### src/sv/sls_ram.sv
`timescale 1ns / 1ps
// ----------------------------------------------------------------------------
// sls_ram: generic single-port ram
// one write or read per cycle, registered read data
// ----------------------------------------------------------------------------
module sls_ram #(
   parameter int Width = 8,
   parameter int Depth = 16
) (
   input  logic                     clock,
   input  logic                     wr_en,
   input  logic [$clog2(Depth)-1:0] addr,
   input  logic [Width-1:0]         wr_data,
   output logic [Width-1:0]         rd_data
);

   logic [Width-1:0] mem [Depth];

   always_ff @(posedge clock) begin
      if (wr_en) begin
         mem[addr] <= wr_data;
      end
      rd_data <= mem[addr];
   end

endmodule

### config.mk
export PLATFORM = sky130hd
export DESIGN_NAME = sls_ram
export DESIGN_NICKNAME = d
export VERILOG_FILES = /design/src/sv/sls_ram.sv
export SDC_FILE = /design/constraint.sdc
export NUM_CORES = 1
export LEC_CHECK = 0
export BUFFER_PORTS_ARGS = -buffer_cell sky130_fd_sc_hd__buf_4
export CORE_MARGIN = 5
export CORE_UTILIZATION = 55
export CTS_CLUSTER_SIZE = 24
export DETAILED_ROUTE_END_ITERATION = 16
export PLACE_DENSITY = 0.72
export SLEW_MARGIN = 10
export SYNTH_ARGS = -nofsm -noshare
export SYNTH_HDL_FRONTEND = slang
export SYNTH_SLANG_ARGS = --single-unit
export TNS_END_PERCENT = 100
### constraint.sdc
create_clock -name clock -period 3 [get_ports clock]
set_input_delay 0.6 -clock clock [delete_from_list [all_inputs] [get_ports clock]]
set_output_delay 0.6 -clock clock [all_outputs]
set_load 0.01 [all_outputs]
==> results of run 1 <==
==> power groups by stage <==
stage	clock network (mW)	registers [mW]	logic (mW)
floorplan	0	2.18	0.109
global placement	0	2.18	0.202
detailed placement	0	2.18	0.207
CTS	2.28	2.14	0.208
global route	2.38	2.14	0.224
finish	2.25	2.14	0.204
==> final cells by class <==
class | instances | area (um^2) | share of cell area (%)
Tap cell | 111 | 139 | 2.29
Multi-Input combinational cell | 83 | 1000 | 16.5
Clock buffer | 19 | 422 | 6.95
Clock inverter | 13 | 226 | 3.73
Timing Repair Buffer | 36 | 270 | 4.46
Sequential cell | 136 | 4000 | 66.0
==> registers in the layout, indices dropped and copies added, names as in the netlist <==
register,cells
rd_data,8
mem,128
==> worst max-delay path: cells and delay by family <==
| family | cells | cell delay [ns] |
|---|---|---|
| AND/OR/NAND/NOR | 2 | 0.86 |
| buffers and inverters | 1 | 0.53 |
==> cell usage in the layout (no fill, tap or decap), drive strengths merged, types with 4 or more instances in the layout <==
| master | Yosys | routed |
|---|---|---|
| nand2 | 9 | 9 |
| bufinv | 0 | 6 |
| nor2 | 13 | 13 |
| dfxtp | 8 | 8 |
| buf | 8 | 36 |
| nor3 | 4 | 4 |
| clkbuf | 3 | 19 |
| mux4 | 32 | 32 |
| a22oi | 16 | 16 |
| clkinv | 0 | 5 |
| edfxtp | 128 | 128 |
==> logic make-up (layout without fill, tap and decap cells) <==
family / count (synthesis) / count (layout) / share of synthesized area (%)
buffers and inverters: 11 / 68 / 1.19
AOI/OAI and AO/OA: 16 / 16 / 2.37
muxes: 32 / 32 / 14.2
and+or+nand+nor: 35 / 35 / 3.21
DFF: 136 / 136 / 79.0
==> metrics by stage <==
| step | instance area (um^2) | cells | utilization [%] | hold WS, ns |
|---|---|---|---|---|
| global route | 6060 | 398 | 66.6 | 0.397 |
| floorplan | 5070 | 230 | - | 0.635 |
| detailed placement | 5420 | 366 | 59.5 | 0.655 |
| global placement | 5420 | 366 | 59.5 | 0.652 |
| finish | 6060 | 398 | 66.6 | 0.404 |
| CTS | 6060 | 398 | 66.6 | 0.386 |
==> routing by layer <==
layer | vias up | track usage [%] | routed length, um
li1 | 1049 | - | -
met1 | 1240 | 26.6 | 3980
met2 | 80 | 30.7 | 4930
met3 | 10 | 4.43 | 655
met4 | 0 | 7.59 | 138
met5 | - | 0 | 0
==> path summary, 6_finish.rpt <==
path | startpoint | to | slack [ns] | cells past startpoint
worst min-delay path | wr_data[6] | mem[4][6] | 0.40 | 1
worst min register to register | mem[14][3] | rd_data[3] | 0.67 | 3
worst max-delay path | addr[0] | mem[15][7] | 1.09 | 3
worst max register to register | mem[1][0] | rd_data[0] | 1.62 | 3
==> results.toml, run 1 <==
[outcome]
status = "finished clean"

[global_routing]
grt_max_degree = 40
grt_pass1_vias = 2619
grt_antenna_before_repair = 0
grtUsageTotal_pct = 19.4
overflow = 0
grt_first_pass_wirelength_mm = 15.3

[cts]
root_buffer = "clkbuf_8"
htree_levels = 4
cts_buffer_depth = 2
post_cts_buffers = 0
insertion_delay_ns = 0.51
path_clk_slew_ns = 0.06
numCtsBuffers = 17
cts_tree = "built"
cts_resized = 0
ctsHoldBuffers = 0
clock_sinks = 136

[floorplan]
io-pin-count = 22
rows = 35
initial_core_util_pct = 55.6
dieArea_mm2 = 0.0112
die_y_um = 106
die_w_um = 106
coreArea_mm2 = 0.00911

[finish]
nNetsFinal = 288
drive_above_1_share_pct = 34.1
area_delta_synth_final_pct = 19.7
fillCellCount = 565
antennaDiodeCount = 0

[yosys]
synth_edf_count = 128
synth_cell_types = 18
netlist_area_mm2 = 0.00507
syn_nets = 244
yosysWarnings = 0
synthTopCellsByArea = "edfxtp_1, mux4_2, dfxtp_1"
synthArstFlopShare_pct = 0
synth_flop_cell = "edfxtp_1"
ys_seq_area_share_pct = 79.0
synth_common_cells = "edfxtp_1, mux4_2, a22oi_1, nor2_1, nand2_1"
synthMostInstantiatedCell = "edfxtp_1"
netlist_instances = 230
ys_ff_latch = 136
syn_area_per_cell_um2 = 22.0
synth.top_cell.area_share_pct = 75.9
synth_top_cell_by_area = "edfxtp_1"

[timing]
finalCritPeriodShare_pct = 63.5
setup-violations-final = 0
finalSetupTns_ns = 0
period_needed_ns = 1.91
fin_skew_ns = 0.00681
slew_headroom_pct = 47.6
slew_viol_final = 0
worst_pin_slew_ns = 0.783
rsz0062_at_grt = "false"
worst_slack_ns = 1.09
fmax_mhz = 525
hold_viol_final = 0

[route]
wire_per_inst_um = 24.4
drt_iter0_drc = 186
via_per_inst = 5.98
dr.pass1.iters = 4
route.final.wire_length_mm = 9.70
drc_errors = 0
vias = 2379
antenna_left = 0

[worst_setup_path]
start_kind = "input port"
endpoint_kind = "flop"
timing.critical_path.cells = "buf_4, nand2_1, nor2_1"
cp_slowest_cell = "nor2_1"
critical_path_class = "input port to flop"
cp.required_ns = 3.14
cp_max_fo = 39
cpPeakStageDelay_ns = 0.65
worstPathArrival_ns = 2.04

[power]
vdd_drop_max_mv = 0.393
combPwrFrac_pct = 4.4
p_sw_mw = 0.867
internal-power_mw = 3.73
seq_power_share_pct = 46.6
p_leak_nw = 2.02
finalPower_mw = 4.60
p_per_area_mw_per_mm2 = 758
p_clk_share_pct = 49.0
p_sw_share_pct = 18.9

[place]
dp_slack_ns = 0.526
gp_congestion = 0.742
portBuffers = 21
dpl.hpwl_mm = 5.81

[run]
cap_viol_max_count = 0

[hold_path]
hp-class = "input port to flop"
Power figures use the tool's default switching activity.
==> run 2: changes to the inputs <==
==> constraint.sdc (replaced) <==
create_clock -name clock -period 2 [get_ports clock]
set_input_delay 0.4 -clock clock [delete_from_list [all_inputs] [get_ports clock]]
set_output_delay 0.4 -clock clock [all_outputs]
set_load 0.01 [all_outputs]
==> run 2 against run 1 <==
  * Non-clock buffer count is 14 higher
  * Critical path depth stayed put
  * Flip-flop and latch count stayed put
  * Design area grew 1.8%
  * Die area did not move
  * Clock skew grew 0.0060 ns
  * Critical path type is now flop to flop
  * Largest cell class unchanged
  * Largest power group is now registers
==> results.toml, run 2 (same netlist as run 1, synthesis figures left out) <==
[outcome]
status = "finished clean"

[finish]
final_cell_mix = "edfxtp_1, buf_4, mux4_2"
area_delta_synth_final_pct = 21.8
fillCellCount = 579
layout_commonest_cell = "edfxtp_1"
post-route-cell-area_mm2 = 0.00617
nNetsFinal = 302
antennaDiodeCount = 0
final_cells = 412
top_register = "mem"
largestRegisters = "mem x128, rd_data x8"
drive_above_1_share_pct = 37.5
largest_reg_flops = 128

[place]
portBuffers = 21
gp_congestion = 0.825
place_inst = 380
dpl.hpwl_mm = 6.44
place_area_mm2 = 0.00556
dp_slack_ns = 0.197

[timing]
slew_headroom_pct = 53.0
fmax_mhz = 720
rsz0062_at_grt = "false"
fin_skew_ns = 0.0129
finalCritPeriodShare_pct = 69.4
slew_viol_final = 0
finalSetupTns_ns = 0
setup-violations-final = 0
hold_viol_final = 0
period_needed_ns = 1.39
worst_pin_slew_ns = 0.703
worst_slack_ns = 0.612

[cts]
cts_buffer_depth = 2
root_buffer = "clkbuf_8"
ctsHoldBuffers = 0
path_clk_slew_ns = 0.07
clock_sinks = 136
cts_resized = 0
cts_tree = "built"
post_cts_buffers = 0
htree_levels = 4
insertion_delay_ns = 0.52
numCtsBuffers = 17

[hold_path]
whs_path_depth = 1
hp-class = "input port to flop"

[global_routing]
grt_first_pass_wirelength_mm = 16.0
grtUsageTotal_pct = 20.1
grt_antenna_before_repair = 0
grt_pass1_vias = 2752
overflow = 0
grt_max_degree = 17

[route]
via_per_inst = 6.02
route.final.wire_length_mm = 10.1
drc_errors = 0
antenna_left = 0
drt_iter0_drc = 235
wire_per_inst_um = 24.5
vias = 2480
dr.pass1.iters = 7

[power]
vdd_drop_max_mv = 0.504
p_leak_nw = 2.10
p_per_area_mw_per_mm2 = 1090

[worst_setup_path]
worstPathArrival_ns = 1.78
timing.rr.start = "mem[3][7]"
cp_max_fo = 1
r2r_end = "rd_data[7]"
start_kind = "flop"
rr_worst_depth = 3
endpoint = "rd_data[7]"
startpoint = "mem[3][7]"
reg2reg_slack_ns = 0.61
endpoint_kind = "flop"
cp.required_ns = 2.39
critical_path_class = "flop to flop"

[run]
cap_viol_max_count = 0

[floorplan]
rows = 35
die_w_um = 106
coreArea_mm2 = 0.00911
dieArea_mm2 = 0.0112
initial_core_util_pct = 55.6
die_y_um = 106
io-pin-count = 22
[run 2: changes by cell type in the layout (fill, tap and decap cells not counted), sizes merged]
cell,previous run,this run
clkbuf,19,18
buf,36,50
inv,0,4
clkinvlp,2,1
bufinv,6,4
[run 2: routing by layer]
layer | GRT usage (%) | share of wire, % | up-vias
met3 | 5.40 | 5.1 | 10
met2 | 33.4 | 54 | 93
met1 | 25.7 | 40 | 1293
li1 | - | - | 1084
met5 | 0 | 0 | -
met4 | 7.49 | 1.4 | 0
[run 2: how the worst min path moves through the flow]
stage / startpoint / slack (ns) / to
5_1_grt: wr_data[1] / 0.18 / mem[8][1]
3_3_place_gp: mem[14][2] / 0.66 / rd_data[2]
4_1_cts: wr_data[2] / 0.17 / mem[7][2]
6_report: wr_data[2] / 0.19 / mem[0][2]
3_5_place_dp: mem[14][1] / 0.67 / rd_data[1]
2_1_floorplan: wr_data[0] / 0.50 / mem[0][0]
[run 2: stage by stage]
step	utilization, %	power (mW)	hold slack [ns]
after floorplan	-	3.43	0.499
after global placement	61.0	3.60	0.664
after detailed placement	61.0	3.61	0.668
after CTS	67.7	6.78	0.171
after global routing	67.7	6.96	0.185
final	67.7	6.74	0.190
[run 2: critical path, cell delays in order (launching register included)]
cell	delay (ns)
edfxtp_1	0.36
mux4_2	0.48
a22oi_1	0.34
nand2_1	0.08
[run 2: power by group]
group / internal, mW / switching [mW] / total, mW / leakage, nW
Clock: 2.03 / 1.16 / 3.19 / 0.298
Combinational: 0.160 / 0.180 / 0.340 / 0.575
Sequential: 3.19 / 0.0194 / 3.21 / 1.22
Total: 5.38 / 1.36 / 6.74 / 2.10
[run 2: final cells by class]
type                       instances  area [um^2]  area share, %
tap                              111          139           2.25
clock buffer                      18          418           6.77
multi-input combinational         83         1000           16.3
clock inverter                    14          194           3.14
timing repair buffer              50          413           6.69
sequential                       136         4000           64.9
==> run 3: changes to the inputs <==
==> constraint.sdc (replaced) <==
create_clock -name clock -period 1.3 [get_ports clock]
set_input_delay 0.26 -clock clock [delete_from_list [all_inputs] [get_ports clock]]
set_output_delay 0.26 -clock clock [all_outputs]
set_load 0.01 [all_outputs]
==> run 3 against run 2 <==
  * Combinational power up 81%
  * Design area is 5.4% higher
  * Non-clock buffer count increased by 18
  * Die area did not move
  * First-iteration DRC count is 41% lower
  * Clock power rose by 44%
==> results.toml, run 3 (same netlist as run 1, synthesis figures left out) <==
[timing]
worst_pin_slew_ns = 0.960
hold_viol_final = 0
finalCritPeriodShare_pct = 99.1
rsz0062_at_grt = "true"
slew_headroom_pct = 35.8
slew_viol_final = 0
fin_skew_ns = 0.00649
setup-violations-final = 0
finalSetupTns_ns = 0
fmax_mhz = 776
period_needed_ns = 1.29
worst_slack_ns = 0.0117

[cts]
root_buffer = "clkbuf_8"
cts_buffer_depth = 2
clock_sinks = 136
cts_tree = "built"
insertion_delay_ns = 0.52
path_clk_slew_ns = 0.06
numCtsBuffers = 17
ctsHoldBuffers = 0
htree_levels = 4

[route]
via_per_inst = 5.90
antenna_left = 0
route.final.wire_length_mm = 10.2
dr.pass1.iters = 4
wire_per_inst_um = 23.7
drt_iter0_drc = 138
vias = 2537
drc_errors = 0

[global_routing]
grt_antenna_before_repair = 0
grt_pass1_vias = 2668
grtUsageTotal_pct = 20.2
overflow = 0
grt_max_degree = 17
grt_first_pass_wirelength_mm = 16.1

[finish]
area_delta_synth_final_pct = 28.3
fillCellCount = 541
top_register = "mem"
layout_commonest_cell = "edfxtp_1"
final_cell_mix = "edfxtp_1, buf_4, mux4_2"
nNetsFinal = 320
largestRegisters = "mem x128, rd_data x8"
regArea_mm2 = 0.00401
antennaDiodeCount = 0
final_core_util_pct = 71.4
largest_reg_flops = 128
final_cells = 430
multi_input_area_mm2 = 0.00119
drive_above_1_share_pct = 49.8

[power]
vdd_drop_max_mv = 0.794
internal-power_mw = 8.00
p_sw_share_pct = 21.0
p_per_area_mw_per_mm2 = 1560
p_sw_mw = 2.13
p_clk_share_pct = 45.2
combPwrFrac_pct = 6.1
seq_power_share_pct = 48.7
p_leak_nw = 2.20
finalPower_mw = 10.1

[worst_setup_path]
start_kind = "flop"
cp.required_ns = 1.70
critical_path_class = "flop to flop"
rr_worst_depth = 3
endpoint_kind = "flop"
timing.rr.start = "mem[7][4]"
r2r_end = "rd_data[4]"
worstPathArrival_ns = 1.69
reg2reg_slack_ns = 0.01
startpoint = "mem[7][4]"
cp_max_fo = 1

[hold_path]
min_from = "wr_data[5]"
whs_path_depth = 1
hp-class = "input port to flop"
min_to = "mem[7][5]"

[place]
dpl.hpwl_mm = 6.69
gp_congestion = 0.748
place_inst = 398
portBuffers = 21
dp_slack_ns = -0.368

[outcome]
status = "finished clean"

[floorplan]
die_w_um = 106
die_y_um = 106
coreArea_mm2 = 0.00911
rows = 35
dieArea_mm2 = 0.0112
initial_core_util_pct = 55.6
io-pin-count = 22

[run]
cap_viol_max_count = 0
[run 3: power by group through the flow]
stage	clock network [mW]	registers [mW]	logic (mW)
floorplan	0	5.03	0.301
global placement	0	5.02	0.591
detailed placement	0	5.02	0.602
CTS	4.64	4.93	0.623
global route	4.86	4.94	0.659
finish	4.58	4.93	0.616
[run 3: worst max path at each step]
stage	depth (start not counted)	endpoint	slack [ns]
detailed placement	6	rd_data[5]	-0.37
global route	3	rd_data[0]	-0.05
finish	3	rd_data[4]	0.01
CTS	3	rd_data[4]	-0.0003
floorplan	2	mem[4][0]	-0.1
global placement	6	rd_data[5]	-0.35
[run 3: what timing repair did]
| item | 4_1_cts | 5_1_grt |
|---|---|---|
| setup buffers | 0 | 0 |
| pin swaps | 1 | 7 |
| resized for setup | 7 | 2 |
| endpoints found under the hold margin | 0 | 0 |
| cloned | 0 | 0 |
| setup endpoints to repair | 7 | 7 |
[run 3: routing by layer]
layer,up-vias,share of wire [%],GRT usage [%]
met1,1335,44,27.9
met3,11,3.9,5.22
li1,1121,-,-
met4,0,1.3,5.55
met5,-,0,0
met2,70,51,32.3
[run 3: metrics by stage]
stage / hold slack (ns) / cell area [um^2]
2_1_floorplan: 0.359 / 5240
3_3_place_gp: 0.567 / 5890
3_5_place_dp: 0.582 / 5890
4_1_cts: 0.0411 / 6500
5_1_grt: 0.0479 / 6500
6_report: 0.0495 / 6500
[run 3: layout make-up]
| type | instances | area share [%] |
|---|---|---|
| Timing Repair Buffer | 68 | 9.20 |
| Sequential cell | 136 | 61.6 |
| Clock buffer | 20 | 6.69 |
| Multi-Input combinational cell | 83 | 18.2 |
| Tap cell | 111 | 2.14 |
| Clock inverter | 12 | 2.15 |
[run 3: critical path, stage by stage, from the launching register on]
cell      delay [ns]
edfxtp_1        0.39
mux4_2          0.51
a22oi_2         0.20
nand2_1         0.07
