<file path="src/sv/sls_pkg.sv">
`timescale 1ns / 1ps
// ----------------------------------------------------------------------------
// sls_pkg: shared types and constants
// payload structs, operation codes and sizes for the segment landing search
// ----------------------------------------------------------------------------
package sls_pkg;

   localparam int MaxLines    = 64;
   localparam int IdxWidth    = 6;
   localparam int CoordWidth  = 32;
   localparam int CountWidth  = 7;
   localparam int PointWidth  = 2 * CoordWidth;
   localparam int DiffWidth   = CoordWidth + 1;
   localparam int ProdWidth   = 2 * CoordWidth + 2;

   localparam logic [1:0] OpWrite  = 2'd0;
   localparam logic [1:0] OpSearch = 2'd1;
   localparam logic [1:0] OpFollow = 2'd2;
   localparam logic [1:0] OpUnused = 2'd3;

   typedef struct packed {
      logic [1:0]                   operation;
      logic [IdxWidth-1:0]          line_index;
      logic signed [CoordWidth-1:0] left_x;
      logic signed [CoordWidth-1:0] left_y;
      logic signed [CoordWidth-1:0] right_x;
      logic signed [CoordWidth-1:0] right_y;
      logic signed [CoordWidth-1:0] object_x;
      logic signed [CoordWidth-1:0] object_y;
   } req_type;

   typedef struct packed {
      logic                         found;
      logic signed [CoordWidth-1:0] landing_y;
      logic [IdxWidth-1:0]          hit_index;
   } rsp_type;

   typedef struct packed {
      logic                  start;
      logic [ProdWidth-1:0]  dividend;
      logic [DiffWidth-1:0]  divisor;
   } div_cmd_type;

   typedef struct packed {
      logic                  done;
      logic [ProdWidth-1:0]  quotient;
   } div_sts_type;

endpackage

</file>
<file path="src/sv/sls_div.sv">
`timescale 1ns / 1ps
// ----------------------------------------------------------------------------
// sls_div: restoring divider
// unsigned quotient, one bit per cycle
// ----------------------------------------------------------------------------
module sls_div (
   input  logic                clock,
   input  logic                reset,
   input  sls_pkg::div_cmd_type cmd,
   output sls_pkg::div_sts_type sts
);
   import sls_pkg::*;

   localparam int CntWidth = $clog2(ProdWidth + 1);

   logic [ProdWidth-1:0] quo_ff;
   logic [DiffWidth:0]   rem_ff;
   logic [DiffWidth-1:0] den_ff;
   logic [CntWidth-1:0]  cnt_ff;
   logic                 busy_ff;
   logic                 done_ff;
   logic [DiffWidth:0]   trial_in;
   logic [DiffWidth:0]   diff_in;

   always_comb begin
      trial_in = {rem_ff[DiffWidth-1:0], quo_ff[ProdWidth-1]};
      diff_in  = trial_in - {1'b0, den_ff};
   end

   always_ff @(posedge clock) begin
      if (reset) begin
         busy_ff <= 1'b0;
         done_ff <= 1'b0;
         cnt_ff  <= '0;
      end else begin
         done_ff <= 1'b0;
         if (cmd.start) begin
            busy_ff <= 1'b1;
            quo_ff  <= cmd.dividend;
            den_ff  <= cmd.divisor;
            rem_ff  <= '0;
            cnt_ff  <= CntWidth'(ProdWidth);
         end else if (busy_ff) begin
            if (!diff_in[DiffWidth]) begin
               rem_ff <= diff_in;
               quo_ff <= {quo_ff[ProdWidth-2:0], 1'b1};
            end else begin
               rem_ff <= trial_in;
               quo_ff <= {quo_ff[ProdWidth-2:0], 1'b0};
            end
            cnt_ff <= cnt_ff - 1'b1;
            if (cnt_ff == CntWidth'(1)) begin
               busy_ff <= 1'b0;
               done_ff <= 1'b1;
            end
         end
      end
   end

   assign sts.done     = done_ff;
   assign sts.quotient = quo_ff;

endmodule

</file>
<file path="config.mk">
export PLATFORM = sky130hd
export DESIGN_NAME = sls_div
export DESIGN_NICKNAME = d
export VERILOG_FILES = /design/src/sv/sls_pkg.sv /design/src/sv/sls_div.sv
export SDC_FILE = /design/constraint.sdc
export NUM_CORES = 1
export LEC_CHECK = 0
export BUFFER_PORTS_ARGS = -buffer_cell sky130_fd_sc_hd__buf_2
export CAP_MARGIN = 40
export CORE_ASPECT_RATIO = 0.6
export CORE_MARGIN = 1
export CORE_UTILIZATION = 59
export DETAILED_ROUTE_END_ITERATION = 10
export GPL_TIMING_DRIVEN = 0
export HOLD_SLACK_MARGIN = 0.05
export MAX_ROUTING_LAYER = met4
export PLACE_DENSITY = 0.85
export SLEW_MARGIN = 20
export SYNTH_ARGS = -nofsm -noshare
export SYNTH_HDL_FRONTEND = slang
export SYNTH_SLANG_ARGS = --single-unit
</file>
<file path="constraint.sdc">
create_clock -name clock -period 12.25 [get_ports clock]
set_input_delay 2.45 -clock clock [delete_from_list [all_inputs] [get_ports clock]]
set_output_delay 2.45 -clock clock [all_outputs]
set_load 0.01 [all_outputs]
</file>
==> results.md, run 1 <==
- Run status: completed
- Syn nets: 766
- R2R depth: 12
- F_max: 0.205 GHz
- Drt pass-1 iters: 6
- Synth Warn #: 0
- Area of the multi-input gates: 3030 µm²
- CTS buffer count: 17
- Dpl hpwl: 12900 µm
- Fin crit period: 4870 ps
- Vias/cell: 5.87
- Area Overhead vs Synth: 24.2%
- Kind of end point of the critical path: flip-flop
- Setup TNS: 0 ps
- Fin crit share: 39.7%
- Worst-margin pin slew: 669 ps
- Cells after Synth: 628
- Layout cell share with drive strength beyond 1: 34.1%
- Pleak: 0.00391 µW
- Post-synth top area share: 53.4%
- Share of flip-flops with an asynchronous set or reset: 0%
- CTS Hold Bufs: 0
- Die width: 147 µm
- Vias: 5858
- IO buf count: 168
- Most used DFF post-synth: edfxtp_1
- WHS Endpoint: quo_ff[18]
- Pwr dens: 154 nW/µm²
- Largest fanout on the critical path: 29
- Max clock buf depth: 2
- WHS: 567 ps
- FF/Latch Area: 4140 µm²
- Synth unique cells: 54
- Hold Path Depth: 1
- Worst-path cell chain: buf_2 > clkbuf_1 > clkbuf_1 > nor2_1 > nor2_4 > buf_16 > buf_16 > buf_12
- Final Hold Viols: 0
- Number of global-route vias before repair: 5654
- Syn Area/Cell: 11.8 µm²
- CTS clk-pin slew, worst paths: 70 ps
- Post-CTS Setup Bufs: 0
- Synth Register Bits: 141
- ANT cells: 0
- Clock sink count: 141
- Most frequent cell after synthesis: edfxtp_1
- Synth Cell Area: 7420 µm²
- CP top delay family: buffers and inverters
- Die Area: 13000 µm²
- Routed Antenna Nets: 0
- Number of synthesized flops with an enable pin: 132
- CP Launch Type: input port
- Reg2reg end: rem_ff[18]
- Skew final: 9.15 ps
- Relative slew margins: 55.4%
- Power Total: 1420 µW
- CTS Root Cell: clkbuf_16
- Worst EP arrival: 4990 ps
- Peak VDD IR: 0.106 mV
- Final #Nets: 958
- Synth cell count leaders: edfxtp_1, nand2_1, mux2_2
- Initial Util: 61.1%
- H-tree Lvls: 4
- Fill count: 749
- First-pass GRT wire length: 28400 µm
- Die height: 88.9 µm
- CTS tree: done
- Max-cap violations: 0
- WL final: 18800 µm
- Core Area: 12100 µm²
- Total GRT Usage: 29.6%
- Hold Crit Class: flip-flop to flip-flop
- RSZ-0062 raised after global routing: false
- DR WL/cell: 18.8 µm
- Seq/Total Area, Yosys: 55.8%
- WP buf/inv: 6
- Largest net degree at the start of global routing: 30
- GRT overflow: 0
- Final Wtd Congestion: 0.954
- Crit path kind: input port to flip-flop
- Worst r2r src: quo_ff[65]
- Slew Viols, Final: 0
- Row Count: 31
- Synth area leader: edfxtp_1
- Synth top area cells: edfxtp_1, mux2_2, ha_1
- Max incr delay on CP: 580 ps
- Number of antenna violations at the first check in global routing: 0
- Slowest-stage cell, CP: clkbuf_1
- Worst skew pair latency: 430 ps
- Residual DRC: 0
- CTS resizes: 0
- Worst Path Required: 12370 ps
- HP Start: quo_ff[17]
- Io pins: 169
- Final setup viols: 0
- R2r setup slk: 8740 ps
- Drt initial violations: 634
## where the power goes
group	switching [µW]	internal (µW)	leakage, µW
logic	172	123	0.00227
clock network	222	308	0.000298
registers	18.5	574	0.00134
total	412	1000	0.00391
## worst max path at each step
stage,start,to,slack (ps),depth (start not counted)
final,cmd[99],rem_ff[21],7380,8
after global routing,cmd[99],rem_ff[21],7250,8
after detailed placement,cmd[99],quo_ff[26],7000,8
after global placement,cmd[99],quo_ff[20],2110,5
after floorplan,cmd[99],quo_ff[0],4470,4
after CTS,cmd[99],rem_ff[21],7440,8
## worst reg2reg max path, stage by stage, from the launching register on
cell and delay [ps]:
edfxtp_1 410, inv_1 60, ha_1 220, fa_1 380, nand2b_1 210, a21oi_1 220
o21ai_0 250, o31a_1 400, o21ai_0 440, a21o_1 200, a21oi_1 80, or4_1 410
nand3_1 80
## flip-flops by register name, summed over array words and instances, names as in the netlist
name	flops
quo_ff	66
den_ff	33
rem_ff	33
cnt_ff	7
busy_ff	1
done_ff	1
## kinds of logic (layout without fill, tap and decap cells)
| logic type | Yosys count | count (layout) | synth area share [%] |
|---|---|---|---|
| compound gates | 131 | 131 | 10.9 |
| xor+xnor | 29 | 29 | 3.42 |
| fa+ha+maj | 36 | 36 | 6.17 |
| buf+inv | 67 | 272 | 3.54 |
| flops | 141 | 141 | 55.8 |
| mux | 66 | 66 | 9.99 |
| simple gates | 158 | 158 | 10.1 |
## layout make-up
type | instances | share of cell area (%)
sequential | 141 | 45.0
tap | 165 | 2.24
inverter | 42 | 1.71
timing repair buffer | 173 | 10.5
multi-input combinational | 420 | 32.9
clock inverter | 15 | 1.98
buffer | 25 | 1.14
clock buffer | 17 | 4.62
## cells in the final DEF (no fill, tap or decap), types with 17 or more instances in the layout
master	count
a21oi_1	62
nor2_1	23
mux2_2	65
o21ai_0	18
clkbuf_1	17
buf_2	174
inv_1	42
ha_1	35
edfxtp_1	132
clkbuf_16	17
nand2_1	75
## routing by layer
layer / vias up / part of all wire [%] / GRT usage (%)
li1: 2696 / - / -
met1: 2805 / 43 / 38.3
met2: 310 / 48 / 45.9
met3: 47 / 7.4 / 6.70
met4: 0 / 2.2 / 11.4
met5: - / 0 / -
## stage by stage
stage	util [%]	std cells	worst slack, ps	instance area, µm²
CTS	75.9	998	7440	9220
global route	75.9	998	7250	9220
floorplan	-	628	4470	7420
finish	75.9	998	7380	9220
global placement	69.8	961	2110	8470
detailed placement	70.9	966	7000	8610
(Power assumes the default switching activity.)
==> run 2, diff against run 1 <==
ABC_AREA = 1   (was default)
CORE_UTILIZATION = 51   (was 59)
PLACE_DENSITY = 0.77   (was 0.85)
clock period = 4.4 ns   (was 12.25 ns; I/O delays follow)
==> results.md, run 2 <==
- Max clock buf depth: 2 (unchanged)
- Row Count: 36 (+16%)
- Drt initial violations: 775 (+22%)
- Vias: 7772 (+33%)
- Syn nets: 1286 (+68%)
- Crit path to: rem_ff[23]
- Area Overhead vs Synth: 20.6%
- GRT overflow: 0 (unchanged)
- CTS Hold Bufs: 0 (unchanged)
- CP startpoint: cmd[99]
- CTS tree: done
- Largest net degree at the start of global routing: 66 (+120%)
- Peak VDD IR: 0.278 mV (+160%)
- Cell count along the critical path: 7 (-1)
- Share of flip-flops with an asynchronous set or reset: 0% (unchanged)
- Max incr delay on CP: 650 ps (+70 ps)
- Layout cell share with drive strength beyond 1: 17.5% (-17 points)
- Synth Warn #: 0 (unchanged)
- Max reg flops: 66 (unchanged)
- H-tree Lvls: 4 (unchanged)
- Post-synth top area share: 45.7% (-7.7 points)
- Synth unique cells: 34 (-37%)
- CTS buffer count: 17 (unchanged)
- Reg2reg end: rem_ff[32]
- Setup slack at placement: 819 ps (-6180 ps)
- Residual DRC: 0 (unchanged)
- Cells after Synth: 1148 (+83%)
- WP buf/inv: 5 (-1)
- First-pass GRT wire length: 36200 µm (+28%)
- Fin crit share: 70.3%
- CTS resizes: 0 (unchanged)
- R2r setup slk: 1570 ps (-7170 ps)
- Worst-path cell chain: clkbuf_1 > inv_1 > clkbuf_1 > nor2_4 > inv_1 > nand2_8 > buf_16
- F_max: 0.323 GHz
- Worst-margin pin slew: 709 ps (+39.6 ps)
- Fin worst setup slack: 1310 ps (-6080 ps)
- Io pins: 169 (unchanged)
- Setup TNS: 0 ps (unchanged)
- Synth Register Bits: 141 (unchanged)
- Seq/Total Area, Yosys: 47.8% (-8.1 points)
- Synth cell count leaders: nand2_1, inv_1, edfxtp_1
- Syn Area/Cell: 7.56 µm² (-36%)
- Most frequent cell after synthesis: nand2_1
- CTS Root Cell: clkbuf_16
- Fin crit period: 3090 ps
- Worst Path Required: 4480 ps (-7890 ps)
- Most used DFF post-synth: edfxtp_1
- Final Wtd Congestion: 1.02 (+7.3%)
- Worst skew pair latency: 430 ps (about the same)
- Commonest non-fill, non-tap cell in the layout: nand2_1
- Synth top area cells: edfxtp_1, nand2_1, inv_1
- Pwr dens: 433 nW/µm² (+180%)
- Max-cap violations: 0 (unchanged)
- Vias/cell: 4.93 (-16%)
- IO buf count: 167 (-0.60%)
- Initial Util: 52.8% (-8.4 points)
- Kind of end point of the critical path: flip-flop
- DR WL/cell: 14.8 µm (-21%)
- Number of synthesized flops with an enable pin: 132 (unchanged)
- Die height: 103 µm (+16%)
- CP Launch Type: input port
- Synth Cell Area: 8670 µm² (+17%)
- Largest fanout on the critical path: 65 (+120%)
- Routed Antenna Nets: 0 (unchanged)
- Core Area: 16400 µm² (+35%)
- Largest Register: quo_ff
- Final setup viols: 0 (unchanged)
- Relative slew margins: 52.6% (-2.8 points)
- Power Total: 4530 µW (+220%)
- Post-CTS Setup Bufs: 0 (unchanged)
- Worst EP arrival: 3180 ps (-1810 ps)
- Util after Layout: 63.6% (-12 points)
- Slowest-stage cell, CP: nor2_4
- Clock sink count: 141 (unchanged)
- Crit path kind: input port to flip-flop
- Worst r2r src: quo_ff[65]
- WL final: 23400 µm (+24%)
- Run status: completed
- Pleak: 0.00552 µW (+41%)
- Skew final: 14.2 ps (+5.03 ps)
- Slew Viols, Final: 0 (unchanged)
- Final #Nets: 1474 (+54%)
- Number of global-route vias before repair: 6887 (+22%)
- Hold Crit Class: flip-flop to flip-flop
- Dpl hpwl: 18100 µm (+40%)
- Synth area leader: edfxtp_1
- Total GRT Usage: 28.3% (-1.3 points)
- Biggest regs: quo_ff: 66 flops, den_ff: 33 flops, rem_ff: 33 flops
- CP top delay family: buffers and inverters
- Die width: 170 µm (+16%)
- CTS clk-pin slew, worst paths: 60 ps (about the same)
- Final Hold Viols: 0 (unchanged)
- RSZ-0062 raised after global routing: false
- R2R depth: 17 (+5)
- Number of antenna violations at the first check in global routing: 1 (+1)
- Die Area: 17600 µm² (+35%)
- Commonest cells after routing, fill and taps aside: nand2_1, inv_1, buf_2
- Drt pass-1 iters: 6 (unchanged)
[run 2: changes by cell type in the layout (fill, tap and decap cells not counted), sizes merged, moves of 9 or more]
cell	delta
a21o	-15
a21oi	-39
nand2	+422
and3	-9
nand3	+49
o21ai	-14
nor2	+97
inv	+145
mux2	-65
nand2b	-11
xnor2	-16
[run 2: how the worst min path moves through the flow]
| stage | endpoint | cells past startpoint | start |
|---|---|---|---|
| floorplan | cnt_ff[6] | 2 | cnt_ff[6] |
| detailed placement | cnt_ff[6] | 2 | cnt_ff[6] |
| CTS | cnt_ff[6] | 2 | cnt_ff[6] |
| global route | cnt_ff[6] | 2 | cnt_ff[6] |
| global placement | cnt_ff[6] | 2 | cnt_ff[6] |
| finish | cnt_ff[6] | 2 | cnt_ff[6] |
[run 2: report_power, final]
| group | leakage [µW] | switching, µW | internal (µW) | total [µW] |
|---|---|---|---|---|
| Combinational | 0.00389 | 898 | 470 | 1370 |
| Clock | 0.000285 | 600 | 845 | 1440 |
| Sequential | 0.00135 | 73.8 | 1650 | 1720 |
[run 2: logic make-up after synthesis]
kind of cell	after synthesis	synth area share, %
compound gates	33	2.03
buf+inv	214	9.76
fa+ha+maj	36	5.28
flops	141	47.8
xor+xnor	17	1.72
simple gates	707	33.4
[run 2: per-stage QoR]
stage          std cells  hold slack [ps]  cell area [µm²]
2_1_floorplan       1148              442             8680
3_3_place_gp        1543              465             9800
3_5_place_dp        1545              467             9870
4_1_cts             1577              475            10500
5_1_grt             1578              492            10500
6_report            1578              478            10500
[run 2: per-layer routing]
metal / vias to the layer above / track usage (%) / routed length, µm
met5: - / - / 0
met4: 0 / 4.99 / 174
met3: 17 / 7.02 / 2260
met2: 327 / 36.5 / 9210
met1: 3496 / 43.7 / 11700
li1: 3932 / - / -
[run 2: layout make-up]
cell class,instances,area (µm²)
diodes,1,2.50
multi-input cells,793,3710
plain buffers,26,141
inverters,188,706
clock buffers,18,429
well taps,228,285
flip-flops and latches,141,4140
repair buffers,169,891
fillers,1413,5980
clock inverters,14,154
[run 2: worst min-delay path, cell delays in order, from the launching register on]
cell	delay (ps)
dfxtp_1	310
nand2_1	60
a31oi_1	60
==> run 3, diff against run 2 <==
clock period = 2.72 ns   (was 4.4 ns; I/O delays follow)
==> results.md, run 3 (synthesis results as in run 2) <==
- Met1 Use GR: 43.4% (-0.35 points)
- Commonest cells after routing, fill and taps aside: nand2_1, inv_1, buf_2
- Worst r2r src: rem_ff[22]
- Most used routing layer: met1
- ANT cells: 0 (-1)
- Setup slack at placement: -449 ps (-1270 ps)
- CP startpoint: rem_ff[22]
- RSZ-0062 raised after global routing: true
- Commonest non-fill, non-tap cell in the layout: nand2_1
- GRT met3 Usage: 6.22% (-0.81 points)
- Pleak: 0.00551 µW (-0.29%)
- Largest Register: quo_ff
- Kind of end point of the critical path: flip-flop
- Dpl hpwl: 18000 µm (-0.63%)
- Relative slew margins: 45.4% (-7.2 points)
- Vias: 7831 (+0.76%)
- GRT overflow: 0 (unchanged)
- F_max: 0.376 GHz
- Core Area: 16400 µm² (unchanged)
- CTS clk-pin slew, worst paths: 70 ps (about the same)
- Total GRT Usage: 28.3% (about the same)
- Fin crit share: 97.9%
- Die Area: 17600 µm² (unchanged)
- Skew final: 14.4 ps (+0.228 ps)
- Worst-margin pin slew: 819 ps (+110 ps)
- Hold Crit Class: input port to flip-flop
- CP Launch Type: flip-flop
- Io pins: 169 (unchanged)
- Final Wtd Congestion: 1.04 (+1.1%)
- CTS Hold Bufs: 0 (unchanged)
- Number of global-route vias before repair: 7000 (+1.6%)
- Vias/cell: 4.96 (+0.76%)
- Worst EP arrival: 2850 ps (-330 ps)
- Hold Path Depth: 1 (-1)
- Number of antenna violations at the first check in global routing: 0 (-1)
- DR WL/cell: 14.9 µm (+0.64%)
- Clock sink count: 141 (unchanged)
- H-tree Lvls: 4 (unchanged)
- Fill count: 1420 (+0.50%)
- Run status: completed
- Worst Path Required: 2910 ps (-1570 ps)
- Worst skew pair latency: 440 ps (about the same)
- Max reg flops: 66 (unchanged)
- Residual DRC: 0 (unchanged)
- Largest fanout on the critical path: 10 (-85%)
- HP Start: cmd[8]
- Post-CTS Setup Bufs: 0 (unchanged)
- Final #Nets: 1475 (+0.068%)
- Max clock buf depth: 2 (unchanged)
- Peak VDD IR: 0.457 mV (+65%)
- Drt initial violations: 869 (+12%)
- Biggest regs: quo_ff: 66 flops, den_ff: 33 flops, rem_ff: 33 flops
- Die width: 170 µm (unchanged)
- CTS tree: done
- Crit path kind: flip-flop to flip-flop
- Max-cap violations: 0 (unchanged)
- Pwr dens: 699 nW/µm² (+61%)
- Final setup viols: 0 (unchanged)
- Fin worst setup slack: 57.6 ps (-1250 ps)
- Area Overhead vs Synth: 21.1%
- R2R depth: 11 (-6)
- Drt pass-1 iters: 5 (-1)
- Final Hold Viols: 0 (unchanged)
- Power Total: 7340 µW (+62%)
- Largest net degree at the start of global routing: 51 (-23%)
- Row Count: 36 (unchanged)
- CTS Root Cell: clkbuf_16
- Routed Antenna Nets: 0 (unchanged)
- CTS buffer count: 17 (unchanged)
- Die height: 103 µm (unchanged)
- WL final: 23500 µm (+0.64%)
- Met2 GRT Util: 37.3% (+0.76 points)
- Layout cell share with drive strength beyond 1: 18.6% (+1.1 points)
- Fin crit period: 2660 ps
- IO buf count: 167 (unchanged)
- WHS: 275 ps (-204 ps)
- First-pass GRT wire length: 36200 µm (+0.17%)
- Initial Util: 52.8% (unchanged)
- Slew Viols, Final: 0 (unchanged)
run 3: cell types whose count changed in the layout (fill, tap and decap cells not counted), moves of 3 or more:
cell     previous run  this run
nor2_1            109       105
ha_1               35        32
nor2_2             12        16
nand2_2             2         5
inv_8               1         4
nand2_1           488       485
run 3: through the flow:
step	cell area, µm²	TNS [ps]	util [%]	cells
6_report	10500	0	63.9	1578
3_5_place_dp	9850	-43630	59.9	1544
4_1_cts	10500	0	63.6	1577
5_1_grt	10500	-186	63.9	1578
2_1_floorplan	8700	0	-	1148
3_3_place_gp	9820	-79350	59.7	1543
run 3: final cells by class:
type	count	area, µm²	area share (%)
inverters	188	706	6.72
clock inverters	14	154	1.47
plain buffers	26	141	1.35
clock buffers	18	429	4.09
multi-input cells	795	3780	36.0
well taps	228	285	2.72
flip-flops and latches	141	4140	39.5
repair buffers	168	863	8.22
run 3: final timing paths:
check                     to  slack (ps)
setup / recovery  rem_ff[29]          60
hold / removal     den_ff[8]         270
setup reg to reg  rem_ff[29]          60
hold reg to reg    cnt_ff[6]         480
run 3: power breakdown:
| group | switching (µW) | internal, µW |
|---|---|---|
| clock network | 1030 | 1300 |
| logic | 1460 | 768 |
| registers | 122 | 2660 |
| total | 2620 | 4730 |
run 3: per-layer routing:
metal / routed length [µm] / share of wire [%]
met1: 11700 / 50
met2: 9240 / 39
met3: 2270 / 9.7
met4: 253 / 1.1
met5: 0 / 0
run 3: repair_timing:
| action | CTS | global route |
|---|---|---|
| endpoints found under the setup margin | 100 | 122 |
| pin swaps | 0 | 1 |
| resized for setup | 2 | 13 |
| gates cloned | 1 | 1 |
run 3: worst max-delay path: stages (launching register included):
cell	delay, ps
edfxtp_1	490
ha_2	430
nand2_1	160
nor2_2	210
nand2_1	90
nor2_1	190
nand2_4	100
nand3_2	230
nand2_4	140
buf_8	170
nor2_1	130
nor2_1	60
